==> src/design/gpe_pkg.sv <==
`timescale 1ns / 1ps
package gpe_pkg;

   // Field width and the low terms of the modulus x^64 + x^4 + x^3 + x + 1
   localparam int unsigned GF_WIDTH  = 64;
   localparam int unsigned MOD_LOW_W = 5;
   localparam logic [MOD_LOW_W-1:0] MOD_LOW_TERMS = 5'h1B;

   // Register map: one 64-bit register at byte address 8*i
   localparam int unsigned CSR_ADDR_W = 4;
   localparam logic [0:0] REG_HASH_KEY = 1'b0;

   typedef logic [GF_WIDTH-1:0] gf_elem_type;

   // Key register contents and the write strobe seen by the datapath
   typedef struct packed {
      logic        key_write;
      gf_elem_type key_wdata;
      gf_elem_type key;
   } csr_ctrl_type;

endpackage

==> src/design/gpe_gf_mul.sv <==
`timescale 1ns / 1ps
module gpe_gf_mul (
   input  gpe_pkg::gf_elem_type op_a,
   input  gpe_pkg::gf_elem_type op_b,
   output gpe_pkg::gf_elem_type product
);
   import gpe_pkg::*;

   logic [2*GF_WIDTH-1:0]         clmul;
   logic [GF_WIDTH+MOD_LOW_W-2:0] fold;
   logic [MOD_LOW_W-2:0]          over;
   gf_elem_type                   fold_low;
   gf_elem_type                   over_fold;

   // Carry-less product: XOR of independent shifted partial products
   always_comb begin
      clmul = '0;
      for (int j = 0; j < GF_WIDTH; j++) begin
         if (op_b[j]) begin
            clmul = clmul ^ ({{GF_WIDTH{1'b0}}, op_a} << j);
         end
      end
   end

   // First fold: high half times the low terms of the modulus
   always_comb begin
      fold = '0;
      for (int k = 0; k < MOD_LOW_W; k++) begin
         if (MOD_LOW_TERMS[k]) begin
            fold = fold ^ ({{(MOD_LOW_W-1){1'b0}}, clmul[2*GF_WIDTH-1:GF_WIDTH]} << k);
         end
      end
   end

   // Second fold: the few bits that spilled above x^63 again
   always_comb begin
      over      = fold[GF_WIDTH+MOD_LOW_W-2:GF_WIDTH];
      fold_low  = fold[GF_WIDTH-1:0];
      over_fold = '0;
      for (int k = 0; k < MOD_LOW_W; k++) begin
         if (MOD_LOW_TERMS[k]) begin
            over_fold = over_fold ^ ({{(GF_WIDTH-MOD_LOW_W+1){1'b0}}, over} << k);
         end
      end
   end

   assign product = clmul[GF_WIDTH-1:0] ^ fold_low ^ over_fold;

endmodule

==> config.mk <==
export PLATFORM = sky130hd
export DESIGN_NAME = gpe_gf_mul
export DESIGN_NICKNAME = d
export VERILOG_FILES = /design/src/design/gpe_pkg.sv /design/src/design/gpe_gf_mul.sv
export SDC_FILE = /design/constraint.sdc
export NUM_CORES = 2
export LEC_CHECK = 0
export BUFFER_PORTS_ARGS = -buffer_cell sky130_fd_sc_hd__buf_2
export CORE_MARGIN = 2
export CORE_UTILIZATION = 45
export DETAILED_ROUTE_END_ITERATION = 8
export SLEW_MARGIN = 5
export SYNTH_ARGS = -nofsm -noshare
export SYNTH_HDL_FRONTEND = slang
export SYNTH_SLANG_ARGS = --single-unit
export TNS_END_PERCENT = 20
==> constraint.sdc <==
create_clock -name vclk -period 5.35
set_input_delay 1.07 -clock vclk [all_inputs]
set_output_delay 1.07 -clock vclk [all_outputs]
set_load 0.1 [all_outputs]
==> key figures <==
Outcome
  • Outcome: finished with violations
  • Violated checks: negative setup slack

Placement
  • Post-Place Cell Area: 0.0651 mm²
  • Hpwl dp: 225000 µm
  • Worst slack at placement: -0.513 ns
  • Port bufs: between 150 and 200
  • RePlAce Congestion: 1.04

STA
  • Fmax: roughly 180 MHz
  • WHS: roughly 3 ns
  • Slew Viols, Final: 0
  • Final hold vios: 0
  • RSZ-0062 raised after global routing: yes
  • Worst-Margin Slew: about 0.76 ns
  • Post-route setup slack: -0.0977 ns
  • Final setup viols: 9
  • Worst slew margin: around 49%
  • Setup TNS: -0.356 ns
  • Post-route clock period utilization: 102%
  • Crit path time final: 5.45 ns

Routing
  • Routed Wire Length: ~350000 µm
  • DRT Pass-1 Iters: 6
  • Wirelength per Cell: 32.6 µm
  • Post-route DRC violation count: 0
  • Avg Vias per Cell: 6.07
  • Via count: 65700
  • Routed Antenna Nets: 0
  • DRT iter0 DRCs: 11600

Floorplanning
  • Die width: approximately 360 µm
  • Die height: 358 µm
  • Rows: ~130
  • Top-Level Pins: 192
  • Core Area: 0.124 mm²
  • Initial core utilization: 45.5%
  • Die area: 0.128 mm²

GRT
  • GRT Util Overall: 53.0%
  • Vias in the first global route: ~62000
  • Aggregate global routing overflow: 0
  • First-pass GRT wire length: 485000 µm
  • Number of antenna violations at the first check in global routing: 18
  • Largest net degree at the start of global routing: 63

Yosys
  • Mapped Area: 0.0563 mm²
  • Syn Nets: 9164
  • Synth Warn #: 0
  • Post-synth cell types: 12
  • Commonest cells post-synth: nand2_1 (4095), xnor2_1 (2987), xor2_1 (922)
  • Most frequent cell after synthesis: nand2_1
  • Synth area leaders: xnor2_1 (46%), nand2_1 (27%), xor2_1 (14%), xnor3_1 (5.3%), buf_1 (2.7%)
  • Cells after synthesis: 9036
  • Synth Area per Inst: roughly 6.2 µm²
  • Seq/Total Area, Yosys: 0%
  • Yosys top cell by area: xnor2_1
  • Top cell type's share of synthesized area: 46.4%

Worst setup path
  • Critical Path AT: 4.38 ns
  • Worst Path Buf+Inv: 4
  • Critical Path End Type: output port
  • Largest stage delay, worst path: 0.49 ns
  • Critical Path Fanout Max: 11
  • Crit-path leading delay family: XOR/XNOR gates
  • Data required, critical path: 4.28 ns
  • Slowest stage cell, crit path: xnor3_1
  • Startpoint type of the worst setup path: input pin
  • Cell Chain, Critical Path: buf_4 -> buf_16 -> nand2_1 -> xor2_1 -> xnor2_1 -> xnor3_1 -> xnor3_1 -> xnor3_2 -> buf_12 -> xor2_1 -> xnor3_1 -> buf_12
  • Most used cell, CP: xnor3_1
  • Critical path class: input pin to output port

Cells and area
  • Final Instance Area: 0.0669 mm²
  • Area delta synth->final: 18.7%
  • Reg area: 0 µm²
  • Clkbuf count: 0
  • Layout cell share with drive strength beyond 1: between 10 and 15%
  • Layout Nets: 9298
  • Seq cells: 0

Worst hold path
  • Hold WC Path Type: input pin to output port

Job
  • Number of max-cap violations: 0

Clocking
  • Cts hold-fix bufs: 0
==> kinds of logic (layout without fill, tap and decap cells) <==
family                    count (synthesis)  count (layout)  share of synthesized area [%]
and+or+nand+nor                        4096            4096                           27.3
buffers and inverters                   896            1028                           6.54
xor gates and xnor gates               4044            4044                           66.2
other                                     0              17                              0
==> layout by cell type (no fill, tap or decap), drive strengths merged <==
master,Yosys,layout
xnor2,2987,2987
bufbuf,0,3
nand2,4096,4096
xnor3,134,134
xor3,1,1
clkbuf,251,10
buf,645,1015
diode,0,17
xor2,922,922
==> per-layer routing <==
metal	wire [µm]	up-vias	track usage (%)
met5	114	-	0.111
met2	135000	6576	74.4
met4	39200	16	43.3
li1	-	26700	-
met3	57000	2262	18.1
met1	122000	30100	64.9
==> through the flow <==
stage          instances  utilization [%]
2_1_floorplan       9036                -
3_3_place_gp       10800             52.5
3_5_place_dp       10800             52.5
4_1_cts            10800             52.9
5_1_grt            10800             53.9
6_report           10800             53.9
==> tightest hold or removal path, cell delays in order <==
cell	delay, ns
buf_4	0.21
buf_12	0.21
nand2_1	0.10
xor2_1	0.11
buf_12	0.17
==> layout make-up <==
class                      instances  area, µm²
timing repair buffer            1028      11500
antenna                           17       42.5
fill                           12300      57100
multi-input combinational       8140      53300
tap                             1637       2050
==> what timing repair did <==
action | in CTS | in global routing
pin swaps | 7 | 27
resized for setup | 79 | 149
cloned | 3 | 10
setup buffers | 0 | 35
endpoints found under the setup margin | 39 | 41
==> path summary, 6_finish.rpt <==
| check | from | end | slack (ns) | cells past startpoint |
|---|---|---|---|---|
| max | op_b[11] | product[6] | -0.1 | 12 |
| min | op_a[0] | product[0] | 3.01 | 5 |
