`src/design/gpe_pkg.sv`:
```
`timescale 1ns / 1ps
package gpe_pkg;

   // Field width and the low terms of the modulus x^64 + x^4 + x^3 + x + 1
   localparam int unsigned GF_WIDTH  = 64;
   localparam int unsigned MOD_LOW_W = 5;
   localparam logic [MOD_LOW_W-1:0] MOD_LOW_TERMS = 5'h1B;

   // Register map: one 64-bit register at byte address 8*i
   localparam int unsigned CSR_ADDR_W = 4;
   localparam logic [0:0] REG_HASH_KEY = 1'b0;

   typedef logic [GF_WIDTH-1:0] gf_elem_type;

   // Key register contents and the write strobe seen by the datapath
   typedef struct packed {
      logic        key_write;
      gf_elem_type key_wdata;
      gf_elem_type key;
   } csr_ctrl_type;

endpackage

```
`src/design/gpe_csr.sv`:
```
`timescale 1ns / 1ps
module gpe_csr (
   input  logic                             clock,
   input  logic                             reset,
   input  logic                             psel,
   input  logic                             penable,
   input  logic                             pwrite,
   input  logic [gpe_pkg::CSR_ADDR_W-1:0]   paddr,
   input  logic [gpe_pkg::GF_WIDTH-1:0]     pwdata,
   output logic [gpe_pkg::GF_WIDTH-1:0]     prdata,
   output logic                             pready,
   output gpe_pkg::csr_ctrl_type            ctrl
);
   import gpe_pkg::*;

   gf_elem_type key_ff;
   gf_elem_type key_in;
   logic        sel_key;
   logic        key_write;

   // Register decode on the index bit of the byte address
   assign sel_key   = (paddr[CSR_ADDR_W-1:CSR_ADDR_W-1] == REG_HASH_KEY);
   assign key_write = psel && penable && pwrite && sel_key;

   always_comb begin
      key_in = key_ff;
      if (key_write) begin
         key_in = pwdata;
      end
   end

   always_ff @(posedge clock) begin
      if (reset) begin
         key_ff <= '0;
      end else begin
         key_ff <= key_in;
      end
   end

   assign pready = 1'b1;
   assign prdata = sel_key ? key_ff : '0;

   assign ctrl.key_write = key_write;
   assign ctrl.key_wdata = pwdata;
   assign ctrl.key       = key_ff;

endmodule
```
`config.mk`:
```
export PLATFORM = sky130hd
export DESIGN_NAME = gpe_csr
export DESIGN_NICKNAME = d
export VERILOG_FILES = /design/src/design/gpe_pkg.sv /design/src/design/gpe_csr.sv
export SDC_FILE = /design/constraint.sdc
export NUM_CORES = 1
export LEC_CHECK = 0
export BUFFER_PORTS_ARGS = -buffer_cell sky130_fd_sc_hd__buf_4
export CORE_ASPECT_RATIO = 0.7
export CORE_MARGIN = 10
export CORE_UTILIZATION = 42
export CTS_CLUSTER_DIAMETER = 40
export DETAILED_ROUTE_END_ITERATION = 6
export PLACE_DENSITY = 0.84
export SYNTH_ARGS = -nofsm -noshare
export SYNTH_HDL_FRONTEND = slang
export SYNTH_SLANG_ARGS = --single-unit
export TNS_END_PERCENT = 30
```
`constraint.sdc`:
```
create_clock -name clock -period 1.3 [get_ports clock]
set_clock_uncertainty 0.15 [all_clocks]
set_input_delay 0.195 -clock clock [delete_from_list [all_inputs] [get_ports clock]]
set_output_delay 0.195 -clock clock [all_outputs]
set_load 0.02 [all_outputs]
```
==> results by group, run 1 <==
Synth
  – Synth Instances: roughly 420
  – Top-count cell post-synth: nand2b_1
  – Cell Area, Synth: 3810 um^2
  – Register bit total from synthesis: 64
  – Post-synth ARST share: 0%
  – Top area cells in the synthesized netlist: dfxtp_1 (34%), nand2b_1 (21%), mux2i_1 (17%), buf_4 (13%), nor2b_1 (11%)
  – Synth area leader: dfxtp_1
  – Proportion of netlist area held by the largest area contributor: around 34%
  – Sequential element share of the synthesized area: approximately a third
  – Top post-synthesis cells by count: nand2b_1 (128), buf_4 (67), dfxtp_1 (64), mux2i_1 (64), nor2b_1 (64)
  – Post-synth EDFFs: 0
  – Distinct cells, synth: 11
  – Dominant synthesized flop cell: dfxtp_1
  – Synth warn: 0
  – Avg Cell Area, Syn: roughly 9.1 um^2
  – Syn_nets: 490

Die
  – Die width: between 100 and 150 um
  – Core Area: 8650 um^2
  – Die height: between 90 and 100 um
  – Starting Density: 44.0%
  – Rows: 28
  – Die area: roughly 13000 um^2
  – Ports: between 200 and 300

Critical path
  – Cells on worst reg2reg path: 3
  – Worst setup startpoint: key_ff[60]
  – Worst EP arrival: between 900 and 1000 ps
  – R2r startpoint: key_ff[8]
  – CP Max Fanout: 3
  – CP Launch Type: flop
  – CP endpoint: prdata[60]
  – R2r setup slk: around 450 ps
  – Crit. End Element: output pin
  – Crit path kind: flop to output pin
  – Worst R2R End: key_ff[8]
  – Critical path required time: about 950 ps

Power
  – P_sw: 1320 uW
  – Clock network fraction of design power: between 40% and 50%
  – Gate power share: between 20% and 30%
  – Internal power: about 4000 uW
  – Cell area power density: between 800 and 900 nW/um^2
  – Reg power frac: between 30 and 40%
  – Max VDD drop: approximately 0.00050 V
  – Leakage Power: roughly 0.0027 uW
  – Sw Share: about 25%

Global route
  – Vias in the first global route: between 3000 and 4000
  – Largest net degree at the start of global routing: around 100
  – First-pass GRT wire length: 19200 um
  – Gr usage total: between 15 and 20%
  – GRT overflow: 0
  – Initial antenna violation count: 0

Place
  – Port bufs: between 200 and 300
  – Dpl cells: between 700 and 800
  – Routability Congestion: between 0.7 and 0.8
  – Dpl hpwl: 10000 um
  – Pre-CTS setup slack: -209 ps

Final layout
  – Antenna diode count: 0
  – Largest regs: key_ff: 64 flops
  – Post-route insts no fill: ~740
  – Post-Route Utilization: 70.6%
  – Share of layout cells above drive strength 1: 62.0%
  – Fillers: 621
  – Final #Nets: a little under 700
  – Max reg flops: 64
  – Synth-to-layout area growth: 60.3%
  – Reg with most FFs: key_ff

Clock tree
  – Number of buffers created by CTS: 9
  – CTS tree: done
  – Max clock buf depth: 2
  – Clk_lat worst skew: a little over 300 ps
  – Reg clk slew, reported paths: ~50 ps
  – H-tree depth: 3
  – Total clock sinks: between 60 and 70
  – CTS Root Cell: clkbuf_16

STA
  – Slew Viols, Final: 0
  – Max Freq: 764 MHz
  – Final hold vios: 0
  – Min Hold Slack: a little over 8 ps
  – RSZ-0062 raised after global routing: yes
  – Final period util: 101%
  – Tmin final: ~1300 ps
  – Final WS setup: -9.32 ps
  – Final Setup Violations: 2
  – Sum Neg Setup Slack: -11.1 ps

Route
  – Pre-Repair DR Iteration Count: 4
  – Final ANT Viol Nets: 0
  – Routed len/inst: roughly 18 um
  – Via density: ~4.6
  – DRC Markers: 0
  – Vias: 3374
  – Final wirelength: approximately 13000 um
  – Iteration-0 DRC Markers: between 100 and 150

Run status
  – Status: finished, violations left
  – Failing checks: setup timing

Worst hold path
  – Hold Crit Class: input pin to flop

Run
  – Max_cap viols: 0
kinds of logic (layout without fill, tap and decap cells):
family	Yosys count	after routing	synth area share, %
AND/OR/NAND/NOR	193	193	31.8
other	1	1	0.0984
multiplexers	64	64	16.8
flip-flops	64	64	33.6
buffers and inverters	95	294	17.7
worst min path at each step:
stage,start,endpoint,cells after the start,slack [ps]
after CTS,pwdata[41],key_ff[41],3,1
final,pwdata[29],key_ff[29],3,8
after global routing,pwdata[43],key_ff[43],3,9
after global placement,key_ff[20],key_ff[20],2,320
after detailed placement,key_ff[50],key_ff[50],2,330
after floorplan,pwdata[10],key_ff[10],2,200
through the flow:
| stage | power [uW] | cell area, um^2 |
|---|---|---|
| after detailed placement | 3100 | 5370 |
| final | 5340 | 6110 |
| after global placement | 3080 | 5370 |
| after global routing | 5550 | 6110 |
| after CTS | 5370 | 5870 |
| after floorplan | 2720 | 3810 |
cell type report:
cell class	instances	area, um^2	share of cell area [%]
multi-input combinational	258	2000	32.8
clock buffer	13	280	4.59
tap	120	150	2.46
timing repair buffer	281	2310	37.9
sequential	64	1360	22.3
what timing repair did:
item                                   in CTS  in global routing
gates cloned                                0                  0
hold buffers                                8                  0
endpoints found under the hold margin       8                  0
setup buffers                               2                  1
gates resized for setup                    69                 70
setup endpoints to repair                  64                 64
critical path, cell delays in order, from the launching register on:
cell and delay (ps):
dfxtp_2 350, nor2b_1 150, buf_4 160
cell usage in the layout (no fill, tap or decap), drive strengths merged:
cell / netlist / final
buf: 73 / 273
nand2b: 128 / 128
mux2i: 64 / 64
dfxtp: 64 / 64
nor2b: 64 / 64
clkbuf: 22 / 13
dlygate4sd3: 0 / 8
and4b: 1 / 1
conb: 1 / 1
power groups by stage:
stage | clock network, uW | logic (uW) | registers [uW]
after floorplan | 0 | 590 | 2130
after global placement | 0 | 999 | 2080
after detailed placement | 0 | 1020 | 2080
after CTS | 2270 | 1050 | 2050
after global routing | 2350 | 1140 | 2060
final | 2210 | 1070 | 2050
routing by layer:
| metal | vias up | global-route usage, % | wire [um] |
|---|---|---|---|
| met4 | 0 | 3.25 | 40 |
| li1 | 1633 | - | - |
| met5 | - | 0 | 0 |
| met3 | 2 | 7.94 | 1210 |
| met2 | 142 | 33.3 | 7080 |
| met1 | 1597 | 17.6 | 4660 |
(Power assumes the default switching activity.)
==> run 2: changes to the inputs <==
--- a/config.mk
+++ b/config.mk
@@ -8,10 +8,10 @@
 export BUFFER_PORTS_ARGS = -buffer_cell sky130_fd_sc_hd__buf_4
 export CORE_ASPECT_RATIO = 0.7
 export CORE_MARGIN = 10
-export CORE_UTILIZATION = 42
+export CORE_UTILIZATION = 38
 export CTS_CLUSTER_DIAMETER = 40
 export DETAILED_ROUTE_END_ITERATION = 6
-export PLACE_DENSITY = 0.84
+export PLACE_DENSITY = 0.8
 export SYNTH_ARGS = -nofsm -noshare
 export SYNTH_HDL_FRONTEND = slang
 export SYNTH_SLANG_ARGS = --single-unit
==> constraint.sdc (replaced) <==
create_clock -name clock -period 1.13 [get_ports clock]
set_clock_uncertainty 0.15 [all_clocks]
set_input_delay 0.1695 -clock clock [delete_from_list [all_inputs] [get_ports clock]]
set_output_delay 0.1695 -clock clock [all_outputs]
set_load 0.02 [all_outputs]
==> run 2 against run 1 <==
- the run still ends with setup timing left
- first-iteration DRC count up 42%
- sequential power up 15%
- core utilization up 9.4 points
- worst setup slack worse by 190 ps
- worst hold slack better by 320 ps
- design area up 27%
- largest power group unchanged
==> results by group, run 2 (synthesized netlist as in run 1, its figures left out) <==
Run status
  – Status: finished, violations left
  – Failing checks: setup timing

Final layout
  – Commonest non-fill, non-tap cell in the layout: buf_4
  – Reg with most FFs: key_ff
  – Final #Nets: 796 (+16%)
  – Post-route cell area: 7780 um^2 (+27%)
  – Share of layout cells above drive strength 1: 62.2% (+0.21 points)
  – Post-route insts no fill: 856 (+16%)
  – Most frequent cells in the layout: buf_4 (177), buf_6 (140), nand2b_1 (128)
  – Largest regs: key_ff: 64 flops
  – Max reg flops: 64 (unchanged)
  – Synth-to-layout area growth: 104%
  – Fillers: 511 (-18%)
  – Antenna diode count: 0 (unchanged)
  – Post-Route Utilization: 80.0% (+9.4 points)

Clock tree
  – Number of buffers created by CTS: 9 (unchanged)
  – Max clock buf depth: 2 (unchanged)
  – Clk_lat worst skew: 320 ps (about the same)
  – CTS Root Cell: clkbuf_16
  – H-tree depth: 3 (unchanged)
  – CTS tree: done
  – Total clock sinks: 64 (unchanged)
  – Reg clk slew, reported paths: 50 ps (about the same)

STA
  – Max Freq: between 700 and 800 MHz
  – Final Setup Violations: 107 (+105)
  – Final period util: 118%
  – Sum Neg Setup Slack: -10850 ps (-10840 ps)
  – Slew Viols, Final: 0 (unchanged)
  – Final WS setup: -198 ps (-189 ps)
  – Max-slew headroom: 57.4%
  – Final hold vios: 0 (unchanged)
  – Tmin final: around 1300 ps
  – RSZ-0062 raised after global routing: yes
  – Worst-Margin Slew: approximately 640 ps

Global route
  – Largest net degree at the start of global routing: 129 (+28%)
  – Vias in the first global route: 4202 (+18%)
  – First-pass GRT wire length: 22800 um (+18%)
  – GRT overflow: 0 (unchanged)
  – Initial antenna violation count: 0 (unchanged)
  – Gr usage total: 18.9% (+1.3 points)

Run
  – Max_cap viols: 0 (unchanged)

Route
  – Iteration-0 DRC Markers: 168 (+42%)
  – Vias: 3922 (+16%)
  – Pre-Repair DR Iteration Count: 4 (unchanged)
  – Final ANT Viol Nets: 0 (unchanged)
  – Final wirelength: 17100 um (+32%)
  – Via density: 4.58 (about the same)
  – Routed len/inst: 19.9 um (+13%)
  – DRC Markers: 0 (unchanged)

Critical path
  – Worst R2R End: key_ff[11]
  – Slowest cell on crit path: dfxtp_2
  – Worst EP arrival: 1010 ps (+50 ps)
  – R2r startpoint: key_ff[11]
  – Crit. End Element: output pin
  – Crit path kind: flop to output pin
  – Crit-path cells: nor2b_1 > buf_4
  – Worst path bufs/invs: 1 (unchanged)
  – Top delay family on crit path: flip-flops
  – R2r setup slk: 110 ps (-340 ps)
  – Cells on worst reg2reg path: 4 (+1)
  – CP max stage delay: 350 ps (about the same)
  – CP Launch Type: flop
  – Critical path required time: 810 ps (-140 ps)
  – CP Max Fanout: 3 (unchanged)

Worst hold path
  – Hold path endpoint: key_ff[63]
  – Hold path depth: 2 (-1)
  – Hold Crit Class: flop to flop
  – Hold_sp: key_ff[63]

Die
  – Die area: 14500 um^2 (+8.6%)
  – Ports: 267 (unchanged)
  – Die width: 140 um (+4.4%)
  – Die height: 104 um (+4.1%)
  – Starting Density: 39.2% (-4.8 points)
  – Rows: 30 (+7.1%)
  – Core Area: 9720 um^2 (+12%)

Place
  – Dpl cells: 720 (+1.1%)
  – Dpl hpwl: 9740 um (-2.8%)
  – Placed cell area: 5410 um^2 (+0.75%)
  – Port bufs: 262 (unchanged)
  – Routability Congestion: 0.825 (+8.4%)

Power
  – Leakage Power: 0.00335 uW (+24%)
  – Max VDD drop: 0.000556 V (+10%)
  – Cell area power density: 853 nW/um^2 (-2.4%)
  – Total Power: 6630 uW (+24%)
-- run 2: changes by cell type in the layout (fill, tap and decap cells not counted), sizes merged --
cell         previous run  this run
dlygate4sd3             8        64
buf                   273       324
clkinv                  0         3
bufinv                  0         1
clkbuf                 13        14
-- run 2: layout make-up --
type,count,area [um^2],area share [%]
clock buffer,12,236,3.04
clock inverter,4,45.0,0.579
multi-input combinational,258,2220,28.5
sequential,64,1370,17.6
tap,128,160,2.06
timing repair buffer,390,3750,48.2
-- run 2: power breakdown --
part	leakage [uW]	internal [uW]	switching, uW	total (uW)
sequential	0.000550	2310	49.7	2360
combinational	0.00266	882	742	1620
clock	0.000140	1700	945	2640
total	0.00335	4890	1740	6630
-- run 2: stage by stage --
step / setup WS, ps / hold WS [ps]
2_1_floorplan: -59.5 / 175
3_3_place_gp: -197 / 297
3_5_place_dp: -265 / 309
4_1_cts: -150 / 327
5_1_grt: -281 / 350
6_report: -198 / 329
-- run 2: repair_timing --
action                                  in CTS  in global routing
endpoints found under the hold margin       64                  0
endpoints found under the setup margin     129                189
gates resized for setup                    158                131
hold buffers                                64                  0
setup buffers                               33                 21
cloned                                       0                  2
-- run 2: worst min-delay path, stage by stage (launching register included) --
cell and delay [ps]:
dfxtp_2 320, nand2b_1 60, mux2i_1 50
-- run 2: worst max path at each step --
stage | from | to | slack (ps) | depth (start not counted)
after global placement | reset | key_ff[13] | -200 | 3
after floorplan | paddr[3] | prdata[14] | -60 | 3
after detailed placement | paddr[3] | key_ff[13] | -270 | 4
after global routing | key_ff[62] | prdata[62] | -280 | 2
after CTS | key_ff[30] | prdata[30] | -150 | 2
final | key_ff[62] | prdata[62] | -200 | 2
-- run 2: per-layer routing --
| metal | routed length, um | up-vias | track usage, % |
|---|---|---|---|
| met3 | 1690 | 19 | 8.85 |
| met5 | 0 | - | 0 |
| met4 | 198 | 0 | 3.75 |
| li1 | - | 1846 | - |
| met2 | 9200 | 193 | 35.5 |
| met1 | 5990 | 1864 | 18.5 |
